`src/sv/pbq_pkg.sv`:
```
// Shared types and constants for the power source / battery qualifier.
// Request, response and register-set structs, level encoding, register indexes.
// No dependencies.
package pbq_pkg;

   // Field widths fixed by the sample format
   localparam int MV_W     = 13;
   localparam int NEED_W   = 8;
   localparam int SRC_W    = 3;
   localparam int CSR_IDX_W = 3;

   // Source bit positions
   localparam int SRC_FIREWIRE = 0;
   localparam int SRC_USB      = 1;

   // Wake bit positions
   localparam int WAKE_USB      = 0;
   localparam int WAKE_FIREWIRE = 1;

   typedef enum logic [1:0] {
      LVL_UNKNOWN  = 2'd0,
      LVL_NORMAL   = 2'd1,
      LVL_LOW      = 2'd2,
      LVL_CRITICAL = 2'd3
   } level_type;

   typedef enum logic [CSR_IDX_W-1:0] {
      CSR_SHUTOFF_MV      = 3'd0,
      CSR_LOW_MV          = 3'd1,
      CSR_RECOVER_MV      = 3'd2,
      CSR_CRITICAL_NEEDED = 3'd3,
      CSR_LOW_NEEDED      = 3'd4,
      CSR_GOOD_NEEDED     = 3'd5,
      CSR_SOURCE_NEEDED   = 3'd6,
      CSR_SUSPEND_MODE    = 3'd7
   } csr_index_type;

   typedef struct packed {
      logic [MV_W-1:0]  vbat_mv;
      logic             battery_ok;
      logic [SRC_W-1:0] raw_source;
      logic [SRC_W-1:0] source_observable;
      logic             take_wake;
   } req_type;

   typedef struct packed {
      logic [SRC_W-1:0] qualified_source;
      logic             source_unsettled;
      logic             adc_valid;
      logic             battery_low;
      logic             battery_critical;
      logic             charge_only;
      logic             suspended_flag;
      logic             usb_wake_seen;
      logic             firewire_wake_seen;
      logic [1:0]       battery_level;
      logic [1:0]       pending_wake;
      logic             shutdown_due;
   } rsp_type;

   typedef struct packed {
      logic [MV_W-1:0]   shutoff_mv;
      logic [MV_W-1:0]   low_mv;
      logic [MV_W-1:0]   recover_mv;
      logic [NEED_W-1:0] critical_needed;
      logic [NEED_W-1:0] low_needed;
      logic [NEED_W-1:0] good_needed;
      logic [NEED_W-1:0] source_needed;
      logic              suspend_mode;
   } cfg_type;

   localparam cfg_type CFG_RESET = '{
      shutoff_mv:      13'd3300,
      low_mv:          13'd3500,
      recover_mv:      13'd3600,
      critical_needed: 8'd3,
      low_needed:      8'd3,
      good_needed:     8'd3,
      source_needed:   8'd3,
      suspend_mode:    1'b0
   };

   // Source qualifier result toward the top level
   typedef struct packed {
      logic [SRC_W-1:0] stable;
      logic             settled;
   } src_stat_type;

   // Battery debouncer result toward the top level
   typedef struct packed {
      level_type level;
      logic      crit_met;
   } batt_stat_type;

endpackage

```
`src/sv/pbq_src_qual.sv`:
```
// Power source qualifier: repeat counting of the masked source pattern.
// Holds stable bits, validity, candidate pattern and its count.
// Depends on pbq_pkg.
module pbq_src_qual #(
   parameter int COUNT_BITS = 8
) (
   input  logic                      clock,
   input  logic                      reset,
   input  logic                      en,
   input  pbq_pkg::cfg_type          cfg,
   input  logic [pbq_pkg::SRC_W-1:0] raw_source,
   input  logic [pbq_pkg::SRC_W-1:0] source_observable,
   output pbq_pkg::src_stat_type     stat
);
   import pbq_pkg::*;

   localparam int CW = (COUNT_BITS > NEED_W) ? COUNT_BITS : NEED_W;
   localparam logic [COUNT_BITS-1:0] CNT_MAX = {COUNT_BITS{1'b1}};
   localparam logic [COUNT_BITS-1:0] CNT_ONE = COUNT_BITS'(1);

   logic [SRC_W-1:0]      stable_ff, stable_in;
   logic [SRC_W-1:0]      validity_ff, validity_in;
   logic [SRC_W-1:0]      cand_ff, cand_in;
   logic [COUNT_BITS-1:0] cand_cnt_ff, cand_cnt_in;
   logic                  qual_once_ff, qual_once_in;

   logic [SRC_W-1:0]      sample;
   logic [SRC_W-1:0]      stable_masked;
   logic [COUNT_BITS-1:0] cnt_step;

   // Next state of the qualifier for one sample
   always_comb begin
      sample        = raw_source & source_observable;
      stable_masked = stable_ff & source_observable;
      validity_in   = validity_ff;
      cand_in       = sample;
      cand_cnt_in   = cand_cnt_ff;
      qual_once_in  = qual_once_ff;
      stable_in     = stable_masked;
      cnt_step      = CNT_ONE;

      if (validity_ff != source_observable) begin
         // validity changed: restart qualification
         validity_in  = source_observable;
         cand_cnt_in  = CNT_ONE;
         qual_once_in = 1'b0;
      end else if (qual_once_ff && (stable_masked == sample)) begin
         cand_cnt_in = '0;
      end else begin
         if ((cand_ff != sample) || (cand_cnt_ff == '0)) begin
            cnt_step = CNT_ONE;
         end else begin
            cnt_step = (cand_cnt_ff == CNT_MAX) ? cand_cnt_ff : cand_cnt_ff + CNT_ONE;
         end
         if (CW'(cnt_step) >= CW'(cfg.source_needed)) begin
            // stable bits lie inside the validity mask, so the pattern replaces them
            stable_in    = sample;
            cand_cnt_in  = '0;
            qual_once_in = 1'b1;
         end else begin
            cand_cnt_in = cnt_step;
         end
      end

      stat.stable  = stable_in;
      stat.settled = (source_observable == {SRC_W{1'b1}}) && qual_once_in
                     && (cand_cnt_in == '0);
   end

   always_ff @(posedge clock) begin
      if (reset) begin
         stable_ff    <= '0;
         validity_ff  <= '0;
         cand_ff      <= '0;
         cand_cnt_ff  <= '0;
         qual_once_ff <= 1'b0;
      end else if (en) begin
         stable_ff    <= stable_in;
         validity_ff  <= validity_in;
         cand_ff      <= cand_in;
         cand_cnt_ff  <= cand_cnt_in;
         qual_once_ff <= qual_once_in;
      end
   end

endmodule

```
`src/sv/pbq_batt_deb.sv`:
```
// Battery level debouncer: critical / low / good sample counters and level state.
// Invalid samples leave all state untouched.
// Depends on pbq_pkg.
module pbq_batt_deb #(
   parameter int COUNT_BITS = 8
) (
   input  logic                     clock,
   input  logic                     reset,
   input  logic                     en,
   input  pbq_pkg::cfg_type         cfg,
   input  logic [pbq_pkg::MV_W-1:0] vbat_mv,
   input  logic                     battery_ok,
   output pbq_pkg::batt_stat_type   stat
);
   import pbq_pkg::*;

   localparam int CW = (COUNT_BITS > NEED_W) ? COUNT_BITS : NEED_W;
   localparam logic [COUNT_BITS-1:0] CNT_MAX = {COUNT_BITS{1'b1}};
   localparam logic [COUNT_BITS-1:0] CNT_ONE = COUNT_BITS'(1);

   level_type             level_ff, level_in;
   logic [COUNT_BITS-1:0] crit_cnt_ff, crit_cnt_in;
   logic [COUNT_BITS-1:0] low_cnt_ff, low_cnt_in;
   logic [COUNT_BITS-1:0] good_cnt_ff, good_cnt_in;

   // Classify the sample and step the matching counter
   always_comb begin
      level_in    = level_ff;
      crit_cnt_in = crit_cnt_ff;
      low_cnt_in  = low_cnt_ff;
      good_cnt_in = good_cnt_ff;

      if (battery_ok) begin
         if (vbat_mv <= cfg.shutoff_mv) begin
            low_cnt_in  = '0;
            good_cnt_in = '0;
            crit_cnt_in = (crit_cnt_ff == CNT_MAX) ? crit_cnt_ff : crit_cnt_ff + CNT_ONE;
            if (CW'(crit_cnt_in) >= CW'(cfg.critical_needed)) begin
               level_in = LVL_CRITICAL;
            end
         end else begin
            crit_cnt_in = '0;
            if (vbat_mv <= cfg.low_mv) begin
               good_cnt_in = '0;
               low_cnt_in  = (low_cnt_ff == CNT_MAX) ? low_cnt_ff : low_cnt_ff + CNT_ONE;
               if ((CW'(low_cnt_in) >= CW'(cfg.low_needed)) && (level_ff != LVL_CRITICAL)) begin
                  level_in = LVL_LOW;
               end
            end else begin
               low_cnt_in = '0;
               if (vbat_mv >= cfg.recover_mv) begin
                  good_cnt_in = (good_cnt_ff == CNT_MAX) ? good_cnt_ff
                                                         : good_cnt_ff + CNT_ONE;
                  if (CW'(good_cnt_in) >= CW'(cfg.good_needed)) begin
                     level_in = LVL_NORMAL;
                  end
               end else begin
                  good_cnt_in = '0;
               end
            end
         end
      end

      stat.level    = level_in;
      stat.crit_met = CW'(crit_cnt_in) >= CW'(cfg.critical_needed);
   end

   always_ff @(posedge clock) begin
      if (reset) begin
         level_ff    <= LVL_UNKNOWN;
         crit_cnt_ff <= '0;
         low_cnt_ff  <= '0;
         good_cnt_ff <= '0;
      end else if (en) begin
         level_ff    <= level_in;
         crit_cnt_ff <= crit_cnt_in;
         low_cnt_ff  <= low_cnt_in;
         good_cnt_ff <= good_cnt_in;
      end
   end

endmodule

```
`src/sv/power_source_battery_qualifier_core.sv`:
```
// A sample passes through the input register and then the result register; rsp_stall can hold it in either.
// Throughput: one sample per clock while rsp_stall is low; the input register and the result register
// let a new sample enter while a finished result waits on rsp_stall.
// Synchronous active-high reset clears all qualifier, battery and wake state
// and loads the register defaults; results and held samples are dropped.
module power_source_battery_qualifier_core #(
   parameter int COUNT_BITS = 8
) (
   input  logic                         clock,
   input  logic                         reset,
   // sample channel
   input  logic                         req_valid,
   output logic                         req_stall,
   input  pbq_pkg::req_type             req_data,
   // result channel
   output logic                         rsp_valid,
   input  logic                         rsp_stall,
   output pbq_pkg::rsp_type             rsp_data,
   // register write channel
   input  logic                         csr_valid,
   output logic                         csr_ready,
   input  logic [pbq_pkg::CSR_IDX_W-1:0] csr_index,
   input  logic [pbq_pkg::MV_W-1:0]     csr_wdata
);
   import pbq_pkg::*;

   cfg_type          cfg_ff;
   logic             in_vld_ff;
   req_type          in_ff;
   logic             rsp_vld_ff;
   rsp_type          rsp_ff, rsp_in;
   logic [SRC_W-1:0] held_src_ff, held_src_in;
   logic [1:0]       wake_pend_ff, wake_pend_in;
   logic [1:0]       wake_hist_ff, wake_hist_in;
   logic [1:0]       wake_now;

   logic          advance;
   logic          work;
   src_stat_type  src_stat;
   batt_stat_type batt_stat;
   logic          batt_low;
   logic          batt_crit;

   // Pipeline control: result register frees when empty or taken
   assign advance   = !rsp_vld_ff || !rsp_stall;
   assign work      = in_vld_ff && advance;
   assign req_stall = in_vld_ff && !advance;
   assign rsp_valid = rsp_vld_ff;
   assign rsp_data  = rsp_ff;
   assign csr_ready = 1'b1;

   // Register writes
   always_ff @(posedge clock) begin
      if (reset) begin
         cfg_ff <= CFG_RESET;
      end else if (csr_valid && csr_ready) begin
         unique case (csr_index_type'(csr_index))
            CSR_SHUTOFF_MV:      cfg_ff.shutoff_mv      <= csr_wdata;
            CSR_LOW_MV:          cfg_ff.low_mv          <= csr_wdata;
            CSR_RECOVER_MV:      cfg_ff.recover_mv      <= csr_wdata;
            CSR_CRITICAL_NEEDED: cfg_ff.critical_needed <= csr_wdata[NEED_W-1:0];
            CSR_LOW_NEEDED:      cfg_ff.low_needed      <= csr_wdata[NEED_W-1:0];
            CSR_GOOD_NEEDED:     cfg_ff.good_needed     <= csr_wdata[NEED_W-1:0];
            CSR_SOURCE_NEEDED:   cfg_ff.source_needed   <= csr_wdata[NEED_W-1:0];
            CSR_SUSPEND_MODE:    cfg_ff.suspend_mode    <= csr_wdata[0];
            default:             cfg_ff                 <= cfg_ff;
         endcase
      end
   end

   // Input register
   always_ff @(posedge clock) begin
      if (reset) begin
         in_vld_ff <= 1'b0;
      end else if (!req_stall) begin
         in_vld_ff <= req_valid;
      end
   end

   always_ff @(posedge clock) begin
      if (req_valid && !req_stall) begin
         in_ff <= req_data;
      end
   end

   pbq_src_qual #(
      .COUNT_BITS (COUNT_BITS)
   ) u_src_qual (
      .clock             (clock),
      .reset             (reset),
      .en                (work),
      .cfg               (cfg_ff),
      .raw_source        (in_ff.raw_source),
      .source_observable (in_ff.source_observable),
      .stat              (src_stat)
   );

   pbq_batt_deb #(
      .COUNT_BITS (COUNT_BITS)
   ) u_batt_deb (
      .clock      (clock),
      .reset      (reset),
      .en         (work),
      .cfg        (cfg_ff),
      .vbat_mv    (in_ff.vbat_mv),
      .battery_ok (in_ff.battery_ok),
      .stat       (batt_stat)
   );

   // Wake events on a settled source rising from none
   always_comb begin
      wake_now[WAKE_USB]      = src_stat.stable[SRC_USB];
      wake_now[WAKE_FIREWIRE] = src_stat.stable[SRC_FIREWIRE];
      held_src_in  = held_src_ff;
      wake_pend_in = wake_pend_ff;
      wake_hist_in = wake_hist_ff;
      if (src_stat.settled && (src_stat.stable != held_src_ff)) begin
         if (held_src_ff == '0) begin
            wake_pend_in = wake_pend_ff | wake_now;
            wake_hist_in = wake_hist_ff | wake_now;
         end
         held_src_in = src_stat.stable;
      end
   end

   // Result assembly
   always_comb begin
      batt_crit = batt_stat.level == LVL_CRITICAL;
      batt_low  = batt_crit || (batt_stat.level == LVL_LOW);

      rsp_in.qualified_source   = src_stat.stable;
      rsp_in.source_unsettled   = !src_stat.settled;
      rsp_in.adc_valid          = in_ff.battery_ok;
      rsp_in.battery_low        = batt_low;
      rsp_in.battery_critical   = batt_crit;
      rsp_in.charge_only        = src_stat.settled && (src_stat.stable != '0) && batt_low;
      rsp_in.suspended_flag     = cfg_ff.suspend_mode;
      rsp_in.usb_wake_seen      = wake_hist_in[WAKE_USB];
      rsp_in.firewire_wake_seen = wake_hist_in[WAKE_FIREWIRE];
      rsp_in.battery_level      = batt_stat.level;
      rsp_in.pending_wake       = wake_pend_in;
      rsp_in.shutdown_due       = src_stat.settled && batt_crit && (held_src_in == '0)
                                  && batt_stat.crit_met;
   end

   // Wake state and result register
   always_ff @(posedge clock) begin
      if (reset) begin
         held_src_ff  <= '0;
         wake_pend_ff <= '0;
         wake_hist_ff <= '0;
         rsp_vld_ff   <= 1'b0;
      end else begin
         if (work) begin
            held_src_ff  <= held_src_in;
            wake_pend_ff <= in_ff.take_wake ? 2'b00 : wake_pend_in;
            wake_hist_ff <= wake_hist_in;
         end
         if (advance) begin
            rsp_vld_ff <= in_vld_ff;
         end
      end
   end

   always_ff @(posedge clock) begin
      if (work) begin
         rsp_ff <= rsp_in;
      end
   end

   // Checks
   a_stall_only_when_full: assert property (@(posedge clock) disable iff (reset)
      req_stall |-> (in_vld_ff && rsp_vld_ff))
      else $error("input stalled while a stage is free");

   a_crit_implies_low: assert property (@(posedge clock) disable iff (reset)
      rsp_vld_ff |-> (!rsp_ff.battery_critical || rsp_ff.battery_low))
      else $error("critical result without low flag");

   a_shutdown_no_source: assert property (@(posedge clock) disable iff (reset)
      (rsp_vld_ff && rsp_ff.shutdown_due) |->
         (rsp_ff.qualified_source == '0 && !rsp_ff.source_unsettled
          && rsp_ff.battery_level == LVL_CRITICAL))
      else $error("shutdown with a source present or unsettled");

   a_pending_in_history: assert property (@(posedge clock) disable iff (reset)
      rsp_vld_ff |-> ((rsp_ff.pending_wake &
         ~{rsp_ff.firewire_wake_seen, rsp_ff.usb_wake_seen}) == 2'b00))
      else $error("pending wake not recorded in history");

endmodule

```
`config.mk`:
```
export PLATFORM = sky130hd
export DESIGN_NAME = power_source_battery_qualifier_core
export DESIGN_NICKNAME = d
export VERILOG_FILES = /design/src/sv/pbq_pkg.sv /design/src/sv/pbq_src_qual.sv /design/src/sv/pbq_batt_deb.sv /design/src/sv/power_source_battery_qualifier_core.sv
export SDC_FILE = /design/constraint.sdc
export NUM_CORES = 1
export LEC_CHECK = 0
export ABC_AREA = 1
export BUFFER_PORTS_ARGS = -buffer_cell sky130_fd_sc_hd__buf_2
export CAP_MARGIN = 30
export CORE_MARGIN = 1.5
export CORE_UTILIZATION = 55
export DETAILED_ROUTE_END_ITERATION = 8
export PLACE_DENSITY_LB_ADDON = 0.25
export SLEW_MARGIN = 20
export SYNTH_ARGS = -nofsm -noshare
export SYNTH_HDL_FRONTEND = slang
export SYNTH_SLANG_ARGS = --single-unit
export TNS_END_PERCENT = 30
```
`constraint.sdc`:
```
create_clock -name clock -period 3 [get_ports clock]
set_clock_uncertainty 0.1 [all_clocks]
set_input_delay 0.6 -clock clock [delete_from_list [all_inputs] [get_ports clock]]
set_output_delay 0.6 -clock clock [all_outputs]
set_load 0.005 [all_outputs]
```
==> load_flow_metrics.sql <==
INSERT INTO impl_metrics (metric_group, metric, value, unit) VALUES
('routing', 'wire_per_inst', '14.9', 'um'),
('synthesis', 'synthCells', '1174', ''),
('setup_path', 'crit_path_max_fanout', '3', ''),
('timing', 'worst_slack', '-266', 'ps'),
('pwr', 'pwr-share-seq', '44.0', '%'),
('status', 'violations_in_the_final_reports', 'design-rule violations, negative setup slack', ''),
('routing', 'route.final.wire_length', '23300', 'um'),
('routing', 'detail-route-antenna-nets', '0', ''),
('place', 'hpwl', '15300', 'um'),
('synthesis', 'syn-num-nets', '1300', ''),
('clock_tree', 'clk_latency', '440', 'ps'),
('clock_tree', 'cts_tree', 'built', ''),
('die', 'initial_core_util', '56.6', '%'),
('setup_path', 'timing.critical_path.buf_inv', '3', ''),
('die', 'floorplan.die_area', '0.0172', 'mm2'),
('global_routing', 'number_of_antenna_violations_at_the_first_check_in_global_routing', '0', ''),
('layout', 'layout.cells.most_common_list', '177 x nand2_1, 159 x inv_1, 116 x a21oi_1, 114 x dfxtp_1, 114 x buf_4', ''),
('global_routing', 'total_routing_resource_utilization_after_global_routing', '25.6', '%'),
('global_routing', 'largest_net_degree_at_the_start_of_global_routing', '58', ''),
('global_routing', 'grt_residual_overflow', '0', ''),
('synthesis', 'synth_seq_cells', '162', ''),
('layout', 'final-instance-count-excl-fill', '1563', ''),
('synthesis', 'synth.top_cells.by_area', 'dfxtp_1 28%, edfxtp_1 12%, ha_1 12%', ''),
('clock_tree', 'tritoncts.num_buffers', '17', ''),
('pwr', 'power_switching', '1.54', 'mW'),
('timing', 'max_slew_margin', '54.0', '%'),
('setup_path', 'timing.critical_path.arrival', '3350', 'ps'),
('timing', 'rsz_0062_raised_after_global_routing', 'yes', ''),
('clock_tree', 'cts-root-to-sink-buffers', '2', ''),
('synthesis', 'synth.lib_cells_used.distinct', '42', ''),
('layout', 'drive_gt1_share', '29.0', '%'),
('pwr', 'total_power', '5.38', 'mW'),
('synthesis', 'avgSynthCellArea', '7.69', 'um2'),
('worst_hold_path', 'holdCritPathClass', 'in2reg', ''),
('setup_path', 'setup.worst_path.end_class', 'flip-flop', ''),
('timing', 'drv_slew', '0', ''),
('timing', 'finalSetupTns', '-1450', 'ps'),
('clock_tree', 'cts.hold.buffers_added', '0', ''),
('pwr', 'cellInternalPower', '3.84', 'mW'),
('synthesis', 'ys_async_sr_fraction', '0', '%'),
('setup_path', 'timing.critical_path.required', '3090', 'ps'),
('pwr', 'power-per-cell-area', '461', 'mW/mm2'),
('timing', 'final_min_period_over_clock_period', '109', '%'),
('synthesis', 'yosysWarningCount', '0', ''),
('setup_path', 'crit_path_max_incr_delay', '450', 'ps'),
('routing', 'post_route_drc_violation_count', '1', ''),
('pwr', 'power.static_leakage', '5.23', 'nW'),
('place', 'placed_cells_incl_taps', '1505', ''),
('pwr', 'power_switching_share', '28.6', '%'),
('layout', 'areaGrowthSynthToFinish', '29.3', '%'),
('layout', 'fin_nets', '1460', ''),
('routing', 'dr_total_vias', '8419', ''),
('timing', 'fin_crit', '3270', 'ps'),
('routing', 'detail_route.first_pass.iterations', '7', ''),
('pwr', 'irDropWorstVdd', '0.425', 'mV'),
('timing', 'slew_of_the_pin_with_the_lowest_slew_margin', '689', 'ps'),
('setup_path', 'worst_path_max_delay_cell', 'edfxtp_1', ''),
('setup_path', 'critical_path_start_end_classification', 'reg2reg', ''),
('timing', 'finalSetupViolations', '12', ''),
('setup_path', 'worst_path_most_repeated_cell', 'nand2_1', ''),
('synthesis', 'synth_top_area_share', '27.7', '%'),
('status', 'outcome', 'complete, but fails checks', ''),
('routing', 'drtIter0Drc', '568', ''),
('die', 'fp-row-count', '46', ''),
('global_routing', 'first_pass_grt_wire_length', '36200', 'um'),
('synthesis', 'primary_flip_flop_cell_chosen_by_synthesis_mapping', 'dfxtp_1', ''),
('clock_tree', 'cts.sink_count', '162', ''),
('setup_path', 'worstPathCellList', 'ha_4, a21oi_1, o21ai_0, o21ai_1, nand2_1, nand2_2, inv_2, nor2_4, inv_2, buf_4, o22ai_4, ha_4, a21boi_1, o21ai_1, nand2_1, nand2_1, nand2_1, a21oi_2, nor2_1, o21ai_1, nor2_1', ''),
('clock_tree', 'cts-root-buf', 'clkbuf_16', ''),
('global_routing', 'first_global_vias', '7774', ''),
('flow_run', 'drv_cap', '0', '');
-- synthesized netlist by cell type (2+ instances only) --
cell type  instances
a21oi_2            3
inv_2              6
nor3_1             7
dfxtp_1          125
a211oi_1           2
o211ai_1          23
nand2_1          209
o22ai_1            2
clkbuf_1          30
nand4_1           27
a21oi_1          128
buf_2              4
nor2_4             7
o21a_1             3
ha_1              84
nand3b_1           3
clkinv_1           4
o2bb2ai_1          2
edfxtp_1          37
nand2_4            2
xor2_1             9
o21ai_2            2
inv_1            171
nand2_2           14
xnor2_1            8
o21ai_1            2
nor2_2             7
o21ai_0           93
nor2_1            83
nand3_2            8
nand3_1           55
nor4_1             2
a21o_1             3
-- layer usage --
metal / up-vias / GRT usage [%] / wire [um]
met4: 0 / 8.11 / 575
met2: 216 / 45.1 / 11800
li1: 4214 / - / -
met5: - / 0 / 0
met3: 55 / 4.36 / 992
met1: 3934 / 31.8 / 9940
-- worst paths after layout --
kind,from,to,depth (start not counted)
max reg2reg,in_ff[10]$_DFFE_PP_,rsp_data[0]$_DFFE_PP_,21
min,req_data[20],in_ff[20]$_DFFE_PP_,1
max,in_ff[10]$_DFFE_PP_,rsp_data[0]$_DFFE_PP_,21
min reg2reg,cfg_ff[5]$_SDFFE_PP0P_,cfg_ff[5]$_SDFFE_PP0P_,2
-- cell families after synthesis --
logic type | share of synthesized area (%)
flip-flops | 40.0
AO/OA/AOI/OAI | 16.0
adder cells (fa/ha/maj) | 11.6
other | 0.0415
AND/OR/NAND/NOR | 21.5
XOR/XNOR | 1.65
buffers and inverters | 9.17
-- final cells by class --
| class | count | area (um2) |
|---|---|---|
| Clock inverter | 15 | 151 |
| Inverter | 181 | 681 |
| Clock buffer | 17 | 425 |
| Sequential cell | 162 | 3630 |
| Multi-Input combinational cell | 794 | 5310 |
| Timing Repair Buffer | 178 | 1210 |
| Tap cell | 216 | 270 |
| Fill cell | 1202 | 4270 |
-- registers in the layout (all words and copies together), names as in the netlist --
signal and cells:
u_batt_deb.good_cnt_ff 8, u_src_qual.validity_ff 3, in_vld_ff 1, u_src_qual.cand_cnt_ff 8
u_batt_deb.low_cnt_ff 8, u_src_qual.cand_ff 3, wake_pend_ff 2, u_batt_deb.crit_cnt_ff 8
u_batt_deb.level_ff 2, held_src_ff 3, rsp_valid 1, rsp_data 16
cfg_ff 72, u_src_qual.stable_ff 3, u_src_qual.qual_once_ff 1, wake_hist_ff 2
in_ff 21
-- through the flow --
step / setup slack (ps) / area (um2)
finish: -266 / 11700
CTS: -154 / 11000
detailed placement: -273 / 10200
global placement: -233 / 10200
global route: -486 / 11700
floorplan: 11.9 / 9040
-- power groups by stage --
stage | sequential, mW | clock, mW | combinational [mW]
finish | 2.37 | 2.13 | 0.886
global route | 2.37 | 2.23 | 0.974
CTS | 2.36 | 2.15 | 0.782
detailed placement | 2.41 | 0 | 0.716
global placement | 2.41 | 0 | 0.699
floorplan | 2.40 | 0 | 0.443
-- repair_timing --
action                     in CTS  in global routing
pin swaps                      26                 76
gates resized for setup        56                122
setup endpoints to repair      13                 25
buffers inserted                8                 20
(Power assumes the default switching activity.)
